--- config.mk ---
export PLATFORM = sky130hd
export DESIGN_NAME = search_token_normalizer
export DESIGN_NICKNAME = d
export VERILOG_FILES = /design/src/stn_pkg.sv /design/src/stn_datapath.sv /design/src/stn_ctrl.sv /design/src/search_token_normalizer.sv
export SDC_FILE = /design/constraint.sdc
export NUM_CORES = 1
export LEC_CHECK = 0
export BUFFER_PORTS_ARGS = -buffer_cell sky130_fd_sc_hd__buf_4
export CORE_UTILIZATION = 55
export DETAILED_ROUTE_END_ITERATION = 7
export MAX_ROUTING_LAYER = met4
export PLACE_DENSITY = 0.74
export SLEW_MARGIN = 40
export SYNTH_ARGS = -nofsm -noshare
export SYNTH_HDL_FRONTEND = slang
export SYNTH_HIERARCHICAL = 1
export SYNTH_SLANG_ARGS = --single-unit
--- constraint.sdc ---
create_clock -name aclk -period 3.7 [get_ports aclk]
set_clock_uncertainty 0.2 [all_clocks]
set_input_delay 0.37 -clock aclk [delete_from_list [all_inputs] [get_ports aclk]]
set_output_delay 0.37 -clock aclk [all_outputs]
set_load 0.03 [all_outputs]
--- src/stn_pkg.sv ---
// ----------------------------------------------------------------------------
// stn_pkg
// Shared types and constants of the search token normalizer.
// ----------------------------------------------------------------------------
package stn_pkg;

    localparam int HELD_DEPTH_DEF = 16;

    localparam logic [7:0] CHAR_SPACE  = 8'h20;
    localparam logic [7:0] CHAR_HASH   = 8'd35;
    localparam logic [7:0] CHAR_DOLLAR = 8'd36;
    localparam logic [7:0] CHAR_PLUS   = 8'h2B;
    localparam logic [7:0] CHAR_COMMA  = 8'h2C;
    localparam logic [7:0] CASE_BIT    = 8'h20;

    typedef enum logic [2:0] {
        ST_IDLE,
        ST_PROC,
        ST_EMIT,
        ST_FSTART,
        ST_FLUSH,
        ST_CLOSE
    } stn_state_t;

    // what the current byte does to the token
    typedef enum logic [1:0] {
        CLS_NONE,
        CLS_PEND,
        CLS_HOLD,
        CLS_ALNUM
    } stn_class_t;

    typedef struct packed {
        logic accept;
        logic proc_pend;
        logic proc_hold;
        logic proc_alnum;
        logic emit_byte;
        logic flush_start;
        logic flush_push;
        logic flush_done;
        logic close;
    } stn_cmd_t;

    typedef struct packed {
        stn_class_t cls;
        logic       is_last;
        logic       is_plus;
        logic       held_empty;
        logic       flush_last;
        logic       out_free;
    } stn_status_t;

endpackage

--- src/stn_datapath.sv ---
// ----------------------------------------------------------------------------
// stn_datapath
// Byte register, word flags, trailing byte store and output register.
// ----------------------------------------------------------------------------
module stn_datapath #(
    parameter int HELD_DEPTH = stn_pkg::HELD_DEPTH_DEF
) (
    input  logic                 aclk,
    input  logic                 aresetn,
    input  logic [7:0]           s_tdata,
    input  logic                 s_tlast,
    input  stn_pkg::stn_cmd_t    cmd,
    output stn_pkg::stn_status_t status,
    output logic                 m_tvalid,
    input  logic                 m_tready,
    output logic [7:0]           m_tdata,
    output logic                 m_tlast,
    output logic [2:0]           m_tuser
);

    localparam int IDX_W = $clog2(HELD_DEPTH);
    localparam int CNT_W = $clog2(HELD_DEPTH + 1);

    function automatic logic f_digit(input logic [7:0] b);
        f_digit = (b >= 8'h30) && (b <= 8'h39);
    endfunction

    function automatic logic f_alpha(input logic [7:0] b);
        f_alpha = ((b >= 8'h61) && (b <= 8'h7A)) || ((b >= 8'h41) && (b <= 8'h5A));
    endfunction

    logic [7:0]       held_mem [HELD_DEPTH];
    logic [7:0]       rd_data_reg;
    logic [IDX_W-1:0] rd_addr;

    logic [7:0]       byte_reg;
    logic             last_reg;

    logic [CNT_W-1:0] held_count_reg, held_count_next;
    logic [IDX_W-1:0] flush_idx_reg, flush_idx_next;
    logic             token_started_reg, token_started_next;
    logic             last_digit_reg, last_digit_next;
    logic             comma_pend_reg, comma_pend_next;
    logic [1:0]       raw_count_reg, raw_count_next;
    logic             first_na_reg, first_na_next;
    logic             overflow_reg, overflow_next;
    logic             emitted_reg, emitted_next;

    logic             out_valid_reg, out_valid_next;
    logic [7:0]       out_data_reg;
    logic             out_last_reg;
    logic [2:0]       out_user_reg;

    logic             hold_req;
    logic             hold_ok;
    logic             hold_we;
    logic [7:0]       hold_data;
    logic             b_alnum;
    logic             b_skip;
    logic             b_keep;
    logic             kept;
    logic [7:0]       low_byte;

    // classification of the registered byte
    always_comb begin
        b_alnum = f_digit(byte_reg) || f_alpha(byte_reg);
        b_skip  = (byte_reg == stn_pkg::CHAR_SPACE) || byte_reg[7];
        b_keep  = token_started_reg || b_alnum || (byte_reg == stn_pkg::CHAR_HASH) ||
                  (byte_reg == stn_pkg::CHAR_DOLLAR);
        if (b_skip || !b_keep) begin
            status.cls = stn_pkg::CLS_NONE;
        end else if ((byte_reg == stn_pkg::CHAR_COMMA) && token_started_reg &&
                     last_digit_reg && !last_reg) begin
            status.cls = stn_pkg::CLS_PEND;
        end else if (b_alnum) begin
            status.cls = stn_pkg::CLS_ALNUM;
        end else begin
            status.cls = stn_pkg::CLS_HOLD;
        end
        status.is_last    = last_reg;
        status.is_plus    = (byte_reg == stn_pkg::CHAR_PLUS);
        status.held_empty = (held_count_reg == '0);
        status.flush_last = ((CNT_W'(flush_idx_reg) + 1'b1) == held_count_reg);
        status.out_free   = !out_valid_reg || m_tready;
    end

    assign low_byte = f_alpha(byte_reg) ? (byte_reg | stn_pkg::CASE_BIT) : byte_reg;
    assign kept     = emitted_reg && !((raw_count_reg == 2'd1) && first_na_reg);

    // trailing store write: a pending comma on accept, or a held byte
    assign hold_req  = (cmd.accept && comma_pend_reg && !f_digit(s_tdata)) || cmd.proc_hold;
    assign hold_data = cmd.accept ? stn_pkg::CHAR_COMMA : byte_reg;
    assign hold_ok   = (held_count_reg < CNT_W'(HELD_DEPTH));
    assign hold_we   = hold_req && hold_ok;

    always_comb begin
        if (cmd.flush_start) begin
            rd_addr = '0;
        end else if (cmd.flush_push) begin
            rd_addr = flush_idx_reg + 1'b1;
        end else begin
            rd_addr = flush_idx_reg;
        end
    end

    always_comb begin
        held_count_next    = held_count_reg;
        flush_idx_next     = flush_idx_reg;
        token_started_next = token_started_reg;
        last_digit_next    = last_digit_reg;
        comma_pend_next    = comma_pend_reg;
        raw_count_next     = raw_count_reg;
        first_na_next      = first_na_reg;
        overflow_next      = overflow_reg;
        emitted_next       = emitted_reg;

        if (cmd.accept) begin
            comma_pend_next = 1'b0;
            if (raw_count_reg == 2'd0) begin
                first_na_next = !(f_digit(s_tdata) || f_alpha(s_tdata));
            end
            if (raw_count_reg != 2'd2) begin
                raw_count_next = raw_count_reg + 2'd1;
            end
        end
        if (hold_req) begin
            last_digit_next = 1'b0;
            if (hold_ok) begin
                held_count_next = held_count_reg + 1'b1;
            end else begin
                overflow_next = 1'b1;
            end
        end
        if (cmd.proc_pend) begin
            comma_pend_next = 1'b1;
        end
        if (cmd.proc_hold) begin
            token_started_next = 1'b1;
        end
        if (cmd.proc_alnum) begin
            token_started_next = 1'b1;
            last_digit_next    = f_digit(byte_reg);
        end
        if (cmd.flush_start) begin
            flush_idx_next = '0;
        end
        if (cmd.flush_push) begin
            flush_idx_next = flush_idx_reg + 1'b1;
            emitted_next   = 1'b1;
        end
        if (cmd.flush_done) begin
            held_count_next = '0;
        end
        if (cmd.emit_byte) begin
            emitted_next = 1'b1;
        end
        if (cmd.close) begin
            held_count_next    = '0;
            token_started_next = 1'b0;
            last_digit_next    = 1'b0;
            comma_pend_next    = 1'b0;
            raw_count_next     = 2'd0;
            first_na_next      = 1'b0;
            overflow_next      = 1'b0;
            emitted_next       = 1'b0;
        end
    end

    always_comb begin
        out_valid_next = out_valid_reg;
        if (cmd.flush_push || cmd.emit_byte || cmd.close) begin
            out_valid_next = 1'b1;
        end else if (m_tready) begin
            out_valid_next = 1'b0;
        end
    end

    always_ff @(posedge aclk) begin
        if (!aresetn) begin
            held_count_reg    <= '0;
            flush_idx_reg     <= '0;
            token_started_reg <= 1'b0;
            last_digit_reg    <= 1'b0;
            comma_pend_reg    <= 1'b0;
            raw_count_reg     <= 2'd0;
            first_na_reg      <= 1'b0;
            overflow_reg      <= 1'b0;
            emitted_reg       <= 1'b0;
            out_valid_reg     <= 1'b0;
        end else begin
            held_count_reg    <= held_count_next;
            flush_idx_reg     <= flush_idx_next;
            token_started_reg <= token_started_next;
            last_digit_reg    <= last_digit_next;
            comma_pend_reg    <= comma_pend_next;
            raw_count_reg     <= raw_count_next;
            first_na_reg      <= first_na_next;
            overflow_reg      <= overflow_next;
            emitted_reg       <= emitted_next;
            out_valid_reg     <= out_valid_next;
        end
    end

    always_ff @(posedge aclk) begin
        if (hold_we) begin
            held_mem[held_count_reg[IDX_W-1:0]] <= hold_data;
        end
        rd_data_reg <= held_mem[rd_addr];
    end

    always_ff @(posedge aclk) begin
        if (cmd.accept) begin
            byte_reg <= s_tdata;
            last_reg <= s_tlast;
        end
        if (cmd.flush_push) begin
            out_data_reg <= rd_data_reg;
            out_last_reg <= 1'b0;
            out_user_reg <= 3'b001;
        end else if (cmd.emit_byte) begin
            out_data_reg <= low_byte;
            out_last_reg <= 1'b0;
            out_user_reg <= 3'b001;
        end else if (cmd.close) begin
            out_data_reg <= '0;
            out_last_reg <= 1'b1;
            out_user_reg <= {overflow_reg, kept, 1'b0};
        end
    end

    assign m_tvalid = out_valid_reg;
    assign m_tdata  = out_data_reg;
    assign m_tlast  = out_last_reg;
    assign m_tuser  = out_user_reg;

endmodule

--- src/stn_ctrl.sv ---
// ----------------------------------------------------------------------------
// stn_ctrl
// Sequencer: accept, classify, flush held bytes, emit byte, close the word.
// ----------------------------------------------------------------------------
module stn_ctrl (
    input  logic                 aclk,
    input  logic                 aresetn,
    input  logic                 s_tvalid,
    output logic                 s_tready,
    output stn_pkg::stn_cmd_t    cmd,
    input  stn_pkg::stn_status_t status
);

    stn_pkg::stn_state_t state_reg, state_next;
    logic                to_emit_reg, to_emit_next;

    always_comb begin
        state_next   = state_reg;
        to_emit_next = to_emit_reg;
        unique case (state_reg)
            stn_pkg::ST_IDLE: begin
                if (s_tvalid) begin
                    state_next = stn_pkg::ST_PROC;
                end
            end
            stn_pkg::ST_PROC: begin
                to_emit_next = (status.cls == stn_pkg::CLS_ALNUM);
                if (status.cls == stn_pkg::CLS_ALNUM) begin
                    if (!status.held_empty) begin
                        state_next = stn_pkg::ST_FSTART;
                    end else if (!status.out_free) begin
                        state_next = stn_pkg::ST_EMIT;
                    end else if (status.is_last) begin
                        state_next = stn_pkg::ST_CLOSE;
                    end else begin
                        state_next = stn_pkg::ST_IDLE;
                    end
                end else if (status.is_last && status.is_plus) begin
                    state_next = stn_pkg::ST_FSTART;
                end else if (status.is_last) begin
                    state_next = stn_pkg::ST_CLOSE;
                end else begin
                    state_next = stn_pkg::ST_IDLE;
                end
            end
            stn_pkg::ST_FSTART: begin
                if (!status.held_empty) begin
                    state_next = stn_pkg::ST_FLUSH;
                end else if (to_emit_reg) begin
                    state_next = stn_pkg::ST_EMIT;
                end else begin
                    state_next = stn_pkg::ST_CLOSE;
                end
            end
            stn_pkg::ST_FLUSH: begin
                if (status.out_free && status.flush_last) begin
                    state_next = to_emit_reg ? stn_pkg::ST_EMIT : stn_pkg::ST_CLOSE;
                end
            end
            stn_pkg::ST_EMIT: begin
                if (status.out_free) begin
                    state_next = status.is_last ? stn_pkg::ST_CLOSE : stn_pkg::ST_IDLE;
                end
            end
            stn_pkg::ST_CLOSE: begin
                if (status.out_free) begin
                    state_next = stn_pkg::ST_IDLE;
                end
            end
            default: begin
                state_next = stn_pkg::ST_IDLE;
            end
        endcase
    end

    always_comb begin
        cmd      = '0;
        s_tready = 1'b0;
        unique case (state_reg)
            stn_pkg::ST_IDLE: begin
                s_tready   = 1'b1;
                cmd.accept = s_tvalid;
            end
            stn_pkg::ST_PROC: begin
                cmd.proc_pend  = (status.cls == stn_pkg::CLS_PEND);
                cmd.proc_hold  = (status.cls == stn_pkg::CLS_HOLD);
                cmd.proc_alnum = (status.cls == stn_pkg::CLS_ALNUM);
                cmd.emit_byte  = (status.cls == stn_pkg::CLS_ALNUM) && status.held_empty &&
                                 status.out_free;
            end
            stn_pkg::ST_FSTART: begin
                cmd.flush_start = 1'b1;
            end
            stn_pkg::ST_FLUSH: begin
                cmd.flush_push = status.out_free;
                cmd.flush_done = status.out_free && status.flush_last;
            end
            stn_pkg::ST_EMIT: begin
                cmd.emit_byte = status.out_free;
            end
            stn_pkg::ST_CLOSE: begin
                cmd.close = status.out_free;
            end
            default: begin
                cmd = '0;
            end
        endcase
    end

    always_ff @(posedge aclk) begin
        if (!aresetn) begin
            state_reg   <= stn_pkg::ST_IDLE;
            to_emit_reg <= 1'b0;
        end else begin
            state_reg   <= state_next;
            to_emit_reg <= to_emit_next;
        end
    end

endmodule

--- src/search_token_normalizer.sv ---
// ----------------------------------------------------------------------------
// search_token_normalizer
// Cleans a raw search word, fed one byte per request, into a token stream.
// ----------------------------------------------------------------------------
// A plain byte is accepted in IDLE and classified in PROC, where a letter
// or digit with nothing held is loaded into the output register. A letter
// or digit that releases held trailing bytes is accepted and classified,
// then FSTART starts the store read, FLUSH pushes each held byte and EMIT
// loads the byte itself. A final '+' releases them the same way, and passes
// through FSTART even when nothing is held. Each word ends with a closing
// request (m_tlast high) from CLOSE. Any step that loads the output register
// waits while the output side holds m_tready low and the register is full.
// The store holds HELD_DEPTH trailing bytes; further ones are dropped and
// flagged at the word's end.
// ----------------------------------------------------------------------------
module search_token_normalizer #(
    parameter int HELD_DEPTH = stn_pkg::HELD_DEPTH_DEF
) (
    input  logic       aclk,
    input  logic       aresetn,
    input  logic       s_tvalid,
    output logic       s_tready,
    input  logic [7:0] s_tdata,   // [7:0] in_byte
    input  logic       s_tlast,   // is_last
    output logic       m_tvalid,
    input  logic       m_tready,
    output logic [7:0] m_tdata,   // [7:0] out_byte
    output logic       m_tlast,   // token_end
    output logic [2:0] m_tuser    // [0] byte_valid, [1] token_kept, [2] held_overflow
);

    stn_pkg::stn_cmd_t    cmd;
    stn_pkg::stn_status_t status;

    stn_ctrl u_ctrl (
        .aclk     (aclk),
        .aresetn  (aresetn),
        .s_tvalid (s_tvalid),
        .s_tready (s_tready),
        .cmd      (cmd),
        .status   (status)
    );

    stn_datapath #(
        .HELD_DEPTH (HELD_DEPTH)
    ) u_datapath (
        .aclk     (aclk),
        .aresetn  (aresetn),
        .s_tdata  (s_tdata),
        .s_tlast  (s_tlast),
        .cmd      (cmd),
        .status   (status),
        .m_tvalid (m_tvalid),
        .m_tready (m_tready),
        .m_tdata  (m_tdata),
        .m_tlast  (m_tlast),
        .m_tuser  (m_tuser)
    );

endmodule

==> results of run 1 <==
-- metrics by stage --
stage	setup slack, ns	area (sq um)	setup TNS [ns]
3_3_place_gp	0.3142	8412	0
3_5_place_dp	0.1216	8412	0
5_1_grt	-0.03477	9135	-0.03477
6_report	0.1637	9135	0
2_1_floorplan	0.09454	7991	0
4_1_cts	0.05564	9115	0
-- power breakdown --
part / total [W] / internal [W] / switching (W)
Combinational: 0.000321 / 0.000111 / 0.000210
Clock: 0.00185 / 0.00103 / 0.000822
Sequential: 0.00226 / 0.00223 / 0.0000295
Total: 0.00444 / 0.00337 / 0.00106
-- critical path, stage by stage (launching register included) --
cell,delay [ns]
edfxtp_1,0.51
a21oi_1,0.23
o22ai_1,0.14
mux2_2,0.30
nor3b_1,0.15
a311oi_1,0.42
nor3b_1,0.31
inv_1,0.16
a21oi_2,0.14
buf_4,0.25
and3_1,0.40
-- kinds of logic after synthesis --
family                     after synthesis  share of synthesized area
muxes                                   36                    0.05292
buffers and inverters                   51                    0.03335
adders and majority gates                9                    0.01409
xor gates and xnor gates                 8                   0.008767
DFF                                    179                     0.6300
AOI/OAI and AO/OA                      142                     0.1207
and+or+nand+nor                        214                     0.1401
-- final cells by class --
cell class / count / area, sq um / share of cell area
Sequential cell: 179 / 5035 / 0.5512
Multi-Input combinational cell: 409 / 2724 / 0.2982
Timing Repair Buffer: 59 / 478.0 / 0.05232
Clock buffer: 17 / 425.4 / 0.04657
Tap cell: 180 / 225.2 / 0.02465
Clock inverter: 15 / 187.7 / 0.02055
Inverter: 16 / 60.06 / 0.006574
-- synth_stat cells, types with 5 or more instances --
cell type / number
a21oi_1: 21
a22oi_1: 12
a31oi_1: 16
and2_1: 5
and3_1: 16
buf_2: 12
buf_6: 6
clkbuf_1: 13
dfxtp_1: 34
edfxtp_1: 145
ha_1: 9
inv_1: 14
mux2_2: 10
mux2i_1: 22
nand2_1: 60
nand2b_1: 6
nand3_1: 13
nor2_1: 37
nor2b_1: 16
nor3_1: 23
nor3b_1: 8
o211ai_1: 6
o21ai_0: 33
or2_2: 7
-- repair_timing --
| action | 4_1_cts | 5_1_grt |
|---|---|---|
| gates resized for setup | 0 | 12 |
| endpoints found under the setup margin | 0 | 119 |
| hold buffers | 9 | 0 |
| endpoints found under the hold margin | 9 | 0 |
-- worst max-delay path by stage --
stage | startpoint | to | cells past startpoint
CTS | u_datapath/byte_reg[6]$_DFFE_PP_ | u_datapath/held_mem[2][3]$_DFFE_PP_ | 9
floorplan | u_ctrl/state_reg[0]$_SDFFE_PN0P_ | u_datapath/held_mem[3][0]$_DFFE_PP_ | 7
detailed placement | u_datapath/byte_reg[6]$_DFFE_PP_ | u_datapath/held_mem[2][3]$_DFFE_PP_ | 9
finish | u_datapath/byte_reg[1]$_DFFE_PP_ | u_datapath/held_mem[8][2]$_DFFE_PP_ | 10
global route | u_datapath/byte_reg[1]$_DFFE_PP_ | u_datapath/m_tdata[0]$_DFFE_PP_ | 12
global placement | m_tready | u_datapath/rd_data_reg[4]$_DFF_P_ | 11
-- layer usage --
| metal | vias to the layer above | GRT usage | wire (um) |
|---|---|---|---|
| met2 | 289 | 0.4379 | 9431 |
| met3 | 49 | 0.09061 | 1902 |
| met4 | 0 | 0.1029 | 480 |
| met5 | - | - | 0 |
| li1 | 2499 | - | - |
| met1 | 2747 | 0.3668 | 7800 |
==> implementation parameters, run 1 <==
Parameter                              Value

Floorplanning
  Initial standard-cell utilization of the core ... 0.5691
  Floorplan die width ... ~120 um
  Die Outline Area ... about 15,000 sq um
  Ports ... 27
  Area of the core region ... ~14,000 sq um
  Chip Height ... about 120 um
  Row count ... 43

Synthesis
  #FFs+latches synth ... between 150 and 200
  Top cell type's share of synthesized area ... 0.5449
  Biggest area consumer among synthesized cells ... edfxtp_1
  Sequential cell area fraction in the yosys report ... 0.6300
  Netlist cell types ... 74
  Number of warning messages in the yosys log ... 6
  Post-synthesis cell area ... 7991 sq um
  Number of synthesized flops with an enable pin ... between 100 and 150
  Cell count after synthesis ... between 600 and 700
  Cell types occupying the most area after synthesis ... edfxtp_1, dfxtp_1, nand2_1
  Net count of the mapped netlist ... approximately 660
  Post-synth ARST share ... 0
  Syn_area_per_cell ... 12.51 sq um
  Top FF cell, synth ... edfxtp_1

Cells and area
  Layout Utilization ... 0.6505
  Top library cells by usage in the layout, fill and taps aside ... edfxtp_1, nand2_1, buf_4, nor2_1, dfxtp_1
  Count of fill cells added during filler insertion ... slightly above 1,000
  Fraction of final layout cells with drive strength greater than 1 ... 0.1885
  Final Net Count ... a little over 700
  Signed area change from the synthesized netlist to the final layout ... 14.31%
  Largest register FFs ... roughly 130
  Most frequent standard cell in the layout excluding fill and tap cells ... edfxtp_1
  Layout Cells excl Fill ... between 800 and 900
  Number of diodes added for antenna fixing ... 0

Drt
  Detailed Route Iter0 Violations ... 630
  Vias after detailed routing ... between 5,000 and 6,000
  Antenna violation net count after detailed routing ... 0
  Detailed-route wire length ... between 15,000 and 20,000 um
  Pre-Repair DR Iteration Count ... 5
  Via-per-instance ratio ... 6.382
  Final routed wire length divided by cell count ... between 20 and 25 um
  Remaining DRCs ... 0

Clocking
  Num CTS Buffers ... 17
  CTS tree ... built
  Number of setup buffers added after CTS ... 0
  H-tree depth reported by CTS ... 4
  Worst-path clk slew ... ~0.070 ns
  Clock sink count ... around 180
  Max clock buf depth ... 2
  Clk Latency, worst-skew pair ... 0.44 ns
  Cell at the root of the clock tree ... clkbuf_16

STA
  Final hold viol count ... 0
  Setup-failing EPs final ... 0
  Hold WS ... between 0.03 and 0.04 ns
  Actual slew at the worst max-slew pin ... roughly 0.80 ns
  RSZ-0062 raised after global routing ... yes
  Maximum clock frequency ... 282.8 MHz
  Final max-slew violation count ... 0
  Final critical-path required period ... between 3 and 4 ns
  Fraction of the cycle the final worst path needs ... 0.9558
  Worst slew margin ... 0.4684

Placed design
  Cells after DPL ... around 830
  Last weighted congestion value of the routability-driven placer ... 0.9146
  Post-detailed-placement half-perimeter wirelength ... ~13,000 um
  Port buffer count ... 26

Critical path
  CP Data Required Time ... approximately 3.6 ns
  Crit Reg-Reg Endpoint ... u_datapath/held_mem[8][2]$_DFFE_PP_
  Arrival time of data at the critical path endpoint ... 3.44 ns
  Number of cell instances on the worst register-to-register path ... 10
  Nature of the critical path startpoint ... flop
  Largest driver fanout on the critical path ... 15
  Endpoint kind of the worst setup timing path ... flop
  Slack of the worst reg-to-reg path ... 0.16 ns
  Critical path class ... reg -> reg
  Reg2Reg Launch Point ... u_datapath/byte_reg[1]$_DFFE_PP_

Flow run
  Count of maximum capacitance violations ... 0

Pwr
  Peak VDD IR ... 0.3273 mV
  Leak ... 3.254 nW
  Post-layout power ... approximately 0.0044 W
  Power per cell area ... between 400 and 500 nW/um^2

Outcome
  Run status ... finished, final reports clean

Global routing
  First-pass GRT wire length ... around 30,000 um
  Tot GR Track Use ... 0.2890
  Pin count of the biggest net entering global routing ... 37
  Total global routing overflow ... 0
  Number of antenna violations at the first check in global routing ... 0
  Number of global-route vias before repair ... ~5,300

Min path
  Hold path start ... aresetn
  Kind of path behind the tightest hold check ... in -> reg
  WHS Endpoint ... u_ctrl/state_reg[0]$_SDFFE_PN0P_
  Hold path cells ... 3
Note: power is estimated with default switching activity, not from simulation.
==> run 2, diff against run 1 <==
Settings changed: CORE_MARGIN set to 2, CORE_UTILIZATION 55 to 50, PLACE_DENSITY 0.74 to 0.68.
==> run 2 against run 1 <==
  * First-iteration DRC count shrank 3.2%
  * Critical path type unchanged
  * Die area grew 13%
  * Combinational power shrank 3%
  * Largest cell class unchanged
  * Final cell count grew 6.1%
  * Wire length grew 1.2%
  * Global-route usage shrank 3.4 points
  * Sequential power is essentially flat
  * Register-to-register slack gained 0.22 ns
  * Power shrank 1.1%
  * Critical path depth grew 2
  * Sequential share of layout area shrank 0.77 points
  * Core utilization shrank 6.3 points
==> implementation parameters, run 2 (synthesis gave the netlist of run 1 again) <==
Parameter                              Value

Pwr
  Proportion of power drawn by the clock network ... 0.412 (-0.005)
  Post-layout power ... 0.004388 W (-1.1%)
  Int Pwr ... 0.003411 W (+1.1%)
  Net switching component of the power ... 0.0009769 W (-8.0%)
  Peak VDD IR ... 0.3524 mV (+7.7%)
  Leak ... 3.329 nW (+2.3%)
  Switching share of power ... 0.2227 (-0.01667)
  Fraction of power consumed by combinational cells ... 0.071 (about the same)
  Part of the total power dissipated in sequential elements ... 0.517 (+0.007)
  Power per cell area ... 473.6 nW/um^2 (-2.5%)

Critical path
  Slack of the worst reg-to-reg path ... 0.39 ns (+0.22 ns)
  CP max-delay cell ... edfxtp_1
  Stages on the worst setup path ... 12 (+2)
  Crit path largest cell delay ... 0.52 ns (about the same)
  Number of buffer and inverter stages on the critical path ... 2 (unchanged)
  Reg2Reg Launch Point ... u_datapath/byte_reg[1]$_DFFE_PP_
  Arrival time of data at the critical path endpoint ... 3.21 ns (-0.23 ns)
  Largest driver fanout on the critical path ... 9 (-6)
  Worst Setup SP ... u_datapath/byte_reg[1]$_DFFE_PP_
  Number of cell instances on the worst register-to-register path ... 12 (+2)
  CP Data Required Time ... 3.60 ns (about the same)
  Nature of the critical path startpoint ... flop
  Endpoint kind of the worst setup timing path ... flop
  Ordered cell list for the critical path ... a21oi_1, o22ai_1, mux2_2, nor3b_1, a311oi_1, nand2_1, nor2_1, a21oi_1, nor3_1, buf_4, nor3_1, inv_1
  Crit Reg-Reg Endpoint ... u_datapath/m_tdata[0]$_DFFE_PP_
  Capture point of the worst path ... u_datapath/m_tdata[0]$_DFFE_PP_
  Gate family responsible for the most delay along the worst path ... compound AO/OA/AOI/OAI gates
  Critical path class ... reg -> reg

Global routing
  Number of global-route vias before repair ... 5,345 (+0.55%)
  Total global routing overflow ... 0 (unchanged)
  Number of antenna violations at the first check in global routing ... 1 (+1)
  Pin count of the biggest net entering global routing ... 33 (-11%)
  Tot GR Track Use ... 0.2553 (-0.03367)
  First-pass GRT wire length ... 30,390 um (+2.1%)

Drt
  Antenna violation net count after detailed routing ... 0 (unchanged)
  Pre-Repair DR Iteration Count ... 5 (unchanged)
  Via-per-instance ratio ... 5.973 (-6.4%)
  Remaining DRCs ... 0 (unchanged)
  Vias after detailed routing ... 5,543 (-0.73%)
  Final routed wire length divided by cell count ... 21.39 um (-4.6%)
  Detailed Route Iter0 Violations ... 610 (-3.2%)
  Detailed-route wire length ... 19,850 um (+1.2%)

Floorplanning
  Die Outline Area ... 17,010 sq um (+13%)
  Initial standard-cell utilization of the core ... 0.5067 (-0.06236)
  Floorplan die width ... 130.4 um (+6.4%)
  Area of the core region ... 15,770 sq um (+12%)
  Chip Height ... 130.4 um (+6.4%)
  Row count ... 46 (+7.0%)
  Ports ... 27 (unchanged)

STA
  Fraction of the cycle the final worst path needs ... 0.8951 (-0.06067)
  Actual slew at the worst max-slew pin ... 0.6667 ns (-0.1307 ns)
  Setup-failing EPs final ... 0 (unchanged)
  Setup total negative slack ... 0 ns (unchanged)
  Maximum clock frequency ... 302.0 MHz (+6.8%)
  Hold WS ... 0.03441 ns (+0.001503 ns)
  Final max-slew violation count ... 0 (unchanged)
  Final critical-path required period ... 3.312 ns (-0.2245 ns)
  RSZ-0062 raised after global routing ... no
  Final hold viol count ... 0 (unchanged)
  Worst slew margin ... 0.5428 (+0.07439)

Clocking
  Worst-path clk slew ... 0.06 ns (about the same)
  Clock sink count ... 179 (unchanged)
  CTS tree ... built
  Max clock buf depth ... 2 (unchanged)
  Num CTS Buffers ... 17 (unchanged)
  H-tree depth reported by CTS ... 4 (unchanged)
  Clk Latency, worst-skew pair ... 0.43 ns (about the same)
  Cell at the root of the clock tree ... clkbuf_16

Cells and area
  Layout Cells excl Fill ... 928 (+6.1%)
  Count of fill cells added during filler insertion ... 1,292 (+27%)
  Fraction of final layout cells with drive strength greater than 1 ... 0.1857 (-0.002835)
  Top library cells by usage in the layout, fill and taps aside ... edfxtp_1, buf_4, nand2_1, nor2_1, dfxtp_1
  Multi-input gate area ... 2705 sq um (-0.69%)
  Layout Utilization ... 0.5875 (-0.06303)
  Final Net Count ... 720 (+2.3%)
  Largest register FFs ... 128 (unchanged)
  Signed area change from the synthesized netlist to the final layout ... 15.94%
  Footprint of the flip-flops and latches ... 5035 sq um (unchanged)
  Most frequent standard cell in the layout excluding fill and tap cells ... edfxtp_1

Flow run
  Count of maximum capacitance violations ... 0 (unchanged)

Placed design
  Last weighted congestion value of the routability-driven placer ... 1.005 (+9.9%)
  Cells after DPL ... 886 (+6.2%)
  Port buffer count ... 26 (unchanged)
  Post-detailed-placement half-perimeter wirelength ... 13,670 um (+6.4%)

Min path
  Hold path cells ... 3 (unchanged)
  Kind of path behind the tightest hold check ... in -> reg

Outcome
  Run status ... finished, final reports clean
-- run 2: cell types whose count changed in the layout (fill, tap and decap cells not counted), sizes merged, moves of 2 or more --
cell,change
buf,+16
clkbuf,+3
inv,-7
clkinv,+2
-- run 2: area by class of cell --
class,count,share of cell area
inverter,16,0.006482
tap,216,0.02917
sequential,179,0.5434
clock buffer,20,0.04713
clock inverter,12,0.01702
multi-input combinational,409,0.2920
antenna,1,0.0002701
timing repair buffer,75,0.06455
-- run 2: stage by stage --
stage	setup slack [ns]	instance area, sq um
floorplan	0.09454	7991
global placement	0.4245	8572
detailed placement	0.3463	8572
CTS	0.2948	9256
global route	0.03950	9265
finish	0.3882	9265
-- run 2: how the worst min path moves through the flow --
stage / start / to / slack (ns)
4_1_cts: aresetn / u_ctrl/state_reg[0]$_SDFFE_PN0P_ / 0.02
3_3_place_gp: u_datapath/m_tlast$_SDFFE_PP0P_ / u_datapath/m_tlast$_SDFFE_PP0P_ / 0.23
3_5_place_dp: u_datapath/m_tuser[0]$_SDFFE_PP1P_ / u_datapath/m_tuser[0]$_SDFFE_PP1P_ / 0.25
2_1_floorplan: u_datapath/first_na_reg$_SDFFE_PP0P_ / u_datapath/first_na_reg$_SDFFE_PP0P_ / 0.23
5_1_grt: aresetn / u_ctrl/to_emit_reg$_SDFFE_PN0P_ / 0.05
6_report: aresetn / u_ctrl/state_reg[0]$_SDFFE_PN0P_ / 0.03
-- run 2: timing repair --
action	in CTS	in global routing
setup buffers	0	0
hold buffers	9	0
setup endpoints to repair	0	142
endpoints found under the hold margin	9	0
gates resized for setup	0	1
-- run 2: per-layer routing --
metal	up-vias	global-route usage	part of all wire
li1	2527	-	-
met1	2720	0.3390	0.43
met2	253	0.3936	0.47
met3	43	0.05008	0.071
met4	0	0.09762	0.028
met5	-	-	0
-- run 2: worst min-delay path: cells and delay by family --
family	cells	cell delay (ns)
AOI/OAI and AO/OA	1	0.04
buffers and inverters	2	0.21
-- run 2: power by group through the flow --
stage          combinational [W]  sequential [W]  clock [W]
5_1_grt                 0.000338         0.00227    0.00190
3_3_place_gp            0.000297         0.00231          0
3_5_place_dp            0.000302         0.00231          0
2_1_floorplan           0.000163         0.00232          0
6_report                0.000312         0.00227    0.00181
4_1_cts                 0.000311         0.00227    0.00182
==> run 3, diff against run 2 <==
Settings changed: CORE_UTILIZATION 50 to 45, PLACE_DENSITY 0.68 to 0.62.
==> run 3 against run 2 <==
  * Hold slack improved by 0.0067 ns
  * Final cell count down 0.54%
  * First-iteration DRC count down 7.4%
  * Clock power about the same
  * Flip-flop and latch count unchanged
  * Register-to-register slack got worse by 0.08 ns
  * Global-route usage is 2.1 points lower
  * Largest power group unchanged
==> implementation parameters, run 3 (synthesis gave the netlist of run 1 again) <==
Parameter                              Value

STA
  Final Worst Setup Slack ... 0.3055 ns (-0.08267 ns)
  Actual slew at the worst max-slew pin ... 0.6742 ns (+0.007484 ns)
  Fraction of the cycle the final worst path needs ... 0.9174 (+0.02234)
  Final hold viol count ... 0 (unchanged)
  Maximum clock frequency ... 294.6 MHz (-2.4%)
  Worst slew margin ... 0.5464 (+0.003581)
  RSZ-0062 raised after global routing ... no
  Final critical-path required period ... 3.394 ns (+0.08267 ns)
  Setup total negative slack ... 0 ns (unchanged)
  Final max-slew violation count ... 0 (unchanged)
  Setup-failing EPs final ... 0 (unchanged)

Placed design
  Last weighted congestion value of the routability-driven placer ... 0.8964 (-11%)
  Post-detailed-placement half-perimeter wirelength ... 13,830 um (+1.2%)
  Worst-case setup slack after placement ... 0.1127 ns (-0.2336 ns)
  Port buffer count ... 26 (unchanged)

Pwr
  Leak ... 3.244 nW (-2.6%)
  Peak VDD IR ... 0.3257 mV (-7.6%)
  Fraction of power consumed by combinational cells ... 0.073 (+0.002)
  Net switching component of the power ... 0.0009685 W (-0.86%)
  Part of the total power dissipated in sequential elements ... 0.519 (+0.002)
  Power per cell area ... 475.2 nW/um^2 (+0.35%)
  Proportion of power drawn by the clock network ... 0.407 (-0.005)
  Int Pwr ... 0.003394 W (-0.49%)
  Switching share of power ... 0.2220 (-0.0006393)

Clocking
  Clock sink count ... 179 (unchanged)
  Max clock buf depth ... 2 (unchanged)
  Clk Latency, worst-skew pair ... 0.43 ns (about the same)
  Num CTS Buffers ... 17 (unchanged)
  Worst-path clk slew ... 0.07 ns (about the same)
  Number of setup buffers added after CTS ... 0 (unchanged)
  Cell at the root of the clock tree ... clkbuf_16
  CTS tree ... built
  H-tree depth reported by CTS ... 4 (unchanged)

Critical path
  Number of buffer and inverter stages on the critical path ... 2 (unchanged)
  Largest driver fanout on the critical path ... 15 (+6)
  Nature of the critical path startpoint ... flop
  CP Data Required Time ... 3.61 ns (about the same)
  Ordered cell list for the critical path ... o21ai_0, nand3_1, mux2_2, nor3b_1, a311oi_1, nor3b_1, inv_1, a21oi_2, buf_4, and3_2
  Endpoint kind of the worst setup timing path ... flop
  Crit path largest cell delay ... 0.50 ns (-0.02 ns)
  Critical path class ... reg -> reg
  CP max-delay cell ... edfxtp_1
  Gate family responsible for the most delay along the worst path ... simple AND/OR/NAND/NOR gates
  Worst path most repeated cell ... nor3b_1
  Arrival time of data at the critical path endpoint ... 3.31 ns (+0.10 ns)

Floorplanning
  Initial standard-cell utilization of the core ... 0.4604 (-0.04632)
  Floorplan die width ... 137.3 um (+5.2%)
  Ports ... 27 (unchanged)
  Die Outline Area ... 18,840 sq um (+11%)
  Chip Height ... 137.3 um (+5.2%)
  Area of the core region ... 17,360 sq um (+10%)
  Row count ... 48 (+4.3%)

Cells and area
  Top library cells by usage in the layout, fill and taps aside ... edfxtp_1, nand2_1, buf_4, nor2_1, dfxtp_1
  Count of fill cells added during filler insertion ... 1,470 (+14%)
  Signed area change from the synthesized netlist to the final layout ... 14.87%
  Most frequent standard cell in the layout excluding fill and tap cells ... edfxtp_1
  Number of diodes added for antenna fixing ... 0 (-1)
  Final Net Count ... 709 (-1.5%)
  Largest register FFs ... 128 (unchanged)
  Fraction of final layout cells with drive strength greater than 1 ... 0.1848 (-0.0008403)

Outcome
  Run status ... finished, final reports clean

Global routing
  Number of global-route vias before repair ... 5,324 (-0.39%)
  Total global routing overflow ... 0 (unchanged)
  Number of antenna violations at the first check in global routing ... 0 (-1)
  Tot GR Track Use ... 0.2344 (-0.02093)
  Pin count of the biggest net entering global routing ... 27 (-18%)
  First-pass GRT wire length ... 30,970 um (+1.9%)

Drt
  Remaining DRCs ... 0 (unchanged)
  Via-per-instance ratio ... 5.944 (-0.49%)
  Vias after detailed routing ... 5,486 (-1.0%)
  Detailed Route Iter0 Violations ... 565 (-7.4%)
  Antenna violation net count after detailed routing ... 0 (unchanged)
  Pre-Repair DR Iteration Count ... 5 (unchanged)
  Final routed wire length divided by cell count ... 22.06 um (+3.2%)
  Detailed-route wire length ... 20,370 um (+2.6%)

Flow run
  Count of maximum capacitance violations ... 0 (unchanged)

Min path
  Kind of path behind the tightest hold check ... in -> reg
## run 3: stage by stage
stage          cell area (sq um)  hold slack (ns)  total power, W  std cells  utilization
6_report                    9180          0.04115        0.004363        923       0.5289
3_5_place_dp                8488           0.2454        0.002618        884       0.4890
3_3_place_gp                8488           0.2383        0.002613        884       0.4890
4_1_cts                     9149          0.02721        0.004388        923       0.5271
2_1_floorplan               7991           0.2322        0.002481        639            -
5_1_grt                     9180          0.03498        0.004491        923       0.5289
## run 3: what timing repair did
action	in CTS	in global routing
hold buffers	9	0
endpoints found under the setup margin	0	139
hold endpoints to repair	9	0
gates resized for setup	0	15
## run 3: power groups by stage
stage / combinational (W) / clock [W] / sequential (W)
after detailed placement: 0.000310 / 0 / 0.00231
final: 0.000319 / 0.00178 / 0.00227
after CTS: 0.000318 / 0.00181 / 0.00226
after global placement: 0.000308 / 0 / 0.00231
after global routing: 0.000343 / 0.00188 / 0.00227
after floorplan: 0.000163 / 0 / 0.00232
## run 3: area by class of cell
cell class,count,area [sq um],area share
Inverter,16,60.06,0.006542
Multi-Input combinational cell,409,2730,0.2974
Clock buffer,19,432.9,0.04716
Timing Repair Buffer,64,503.0,0.05479
Tap cell,225,281.5,0.03067
Sequential cell,179,5035,0.5485
Clock inverter,11,137.6,0.01499
## run 3: path summary, 6_finish.rpt
path,from,endpoint,slack (ns),cells past startpoint
worst min register to register,u_datapath/first_na_reg$_SDFFE_PP0P_,u_datapath/first_na_reg$_SDFFE_PP0P_,0.25,2
worst min-delay path,aresetn,u_ctrl/state_reg[0]$_SDFFE_PN0P_,0.04,3
worst max register to register,u_datapath/byte_reg[2]$_DFFE_PP_,u_datapath/held_mem[10][0]$_DFFE_PP_,0.31,10
worst max-delay path,u_datapath/byte_reg[2]$_DFFE_PP_,u_datapath/held_mem[10][0]$_DFFE_PP_,0.31,10
## run 3: metal layers
metal / up-vias / GRT usage / part of all wire
met1: 2725 / 0.3149 / 0.44
met2: 218 / 0.3590 / 0.47
met3: 35 / 0.04121 / 0.066
li1: 2508 / - / -
met4: 0 / 0.08706 / 0.025
met5: - / - / 0
## run 3: worst min-delay path: cells and delay by family
family	cells	cell delay, ns
AOI/OAI and AO/OA	1	0.04
buffers and inverters	2	0.22
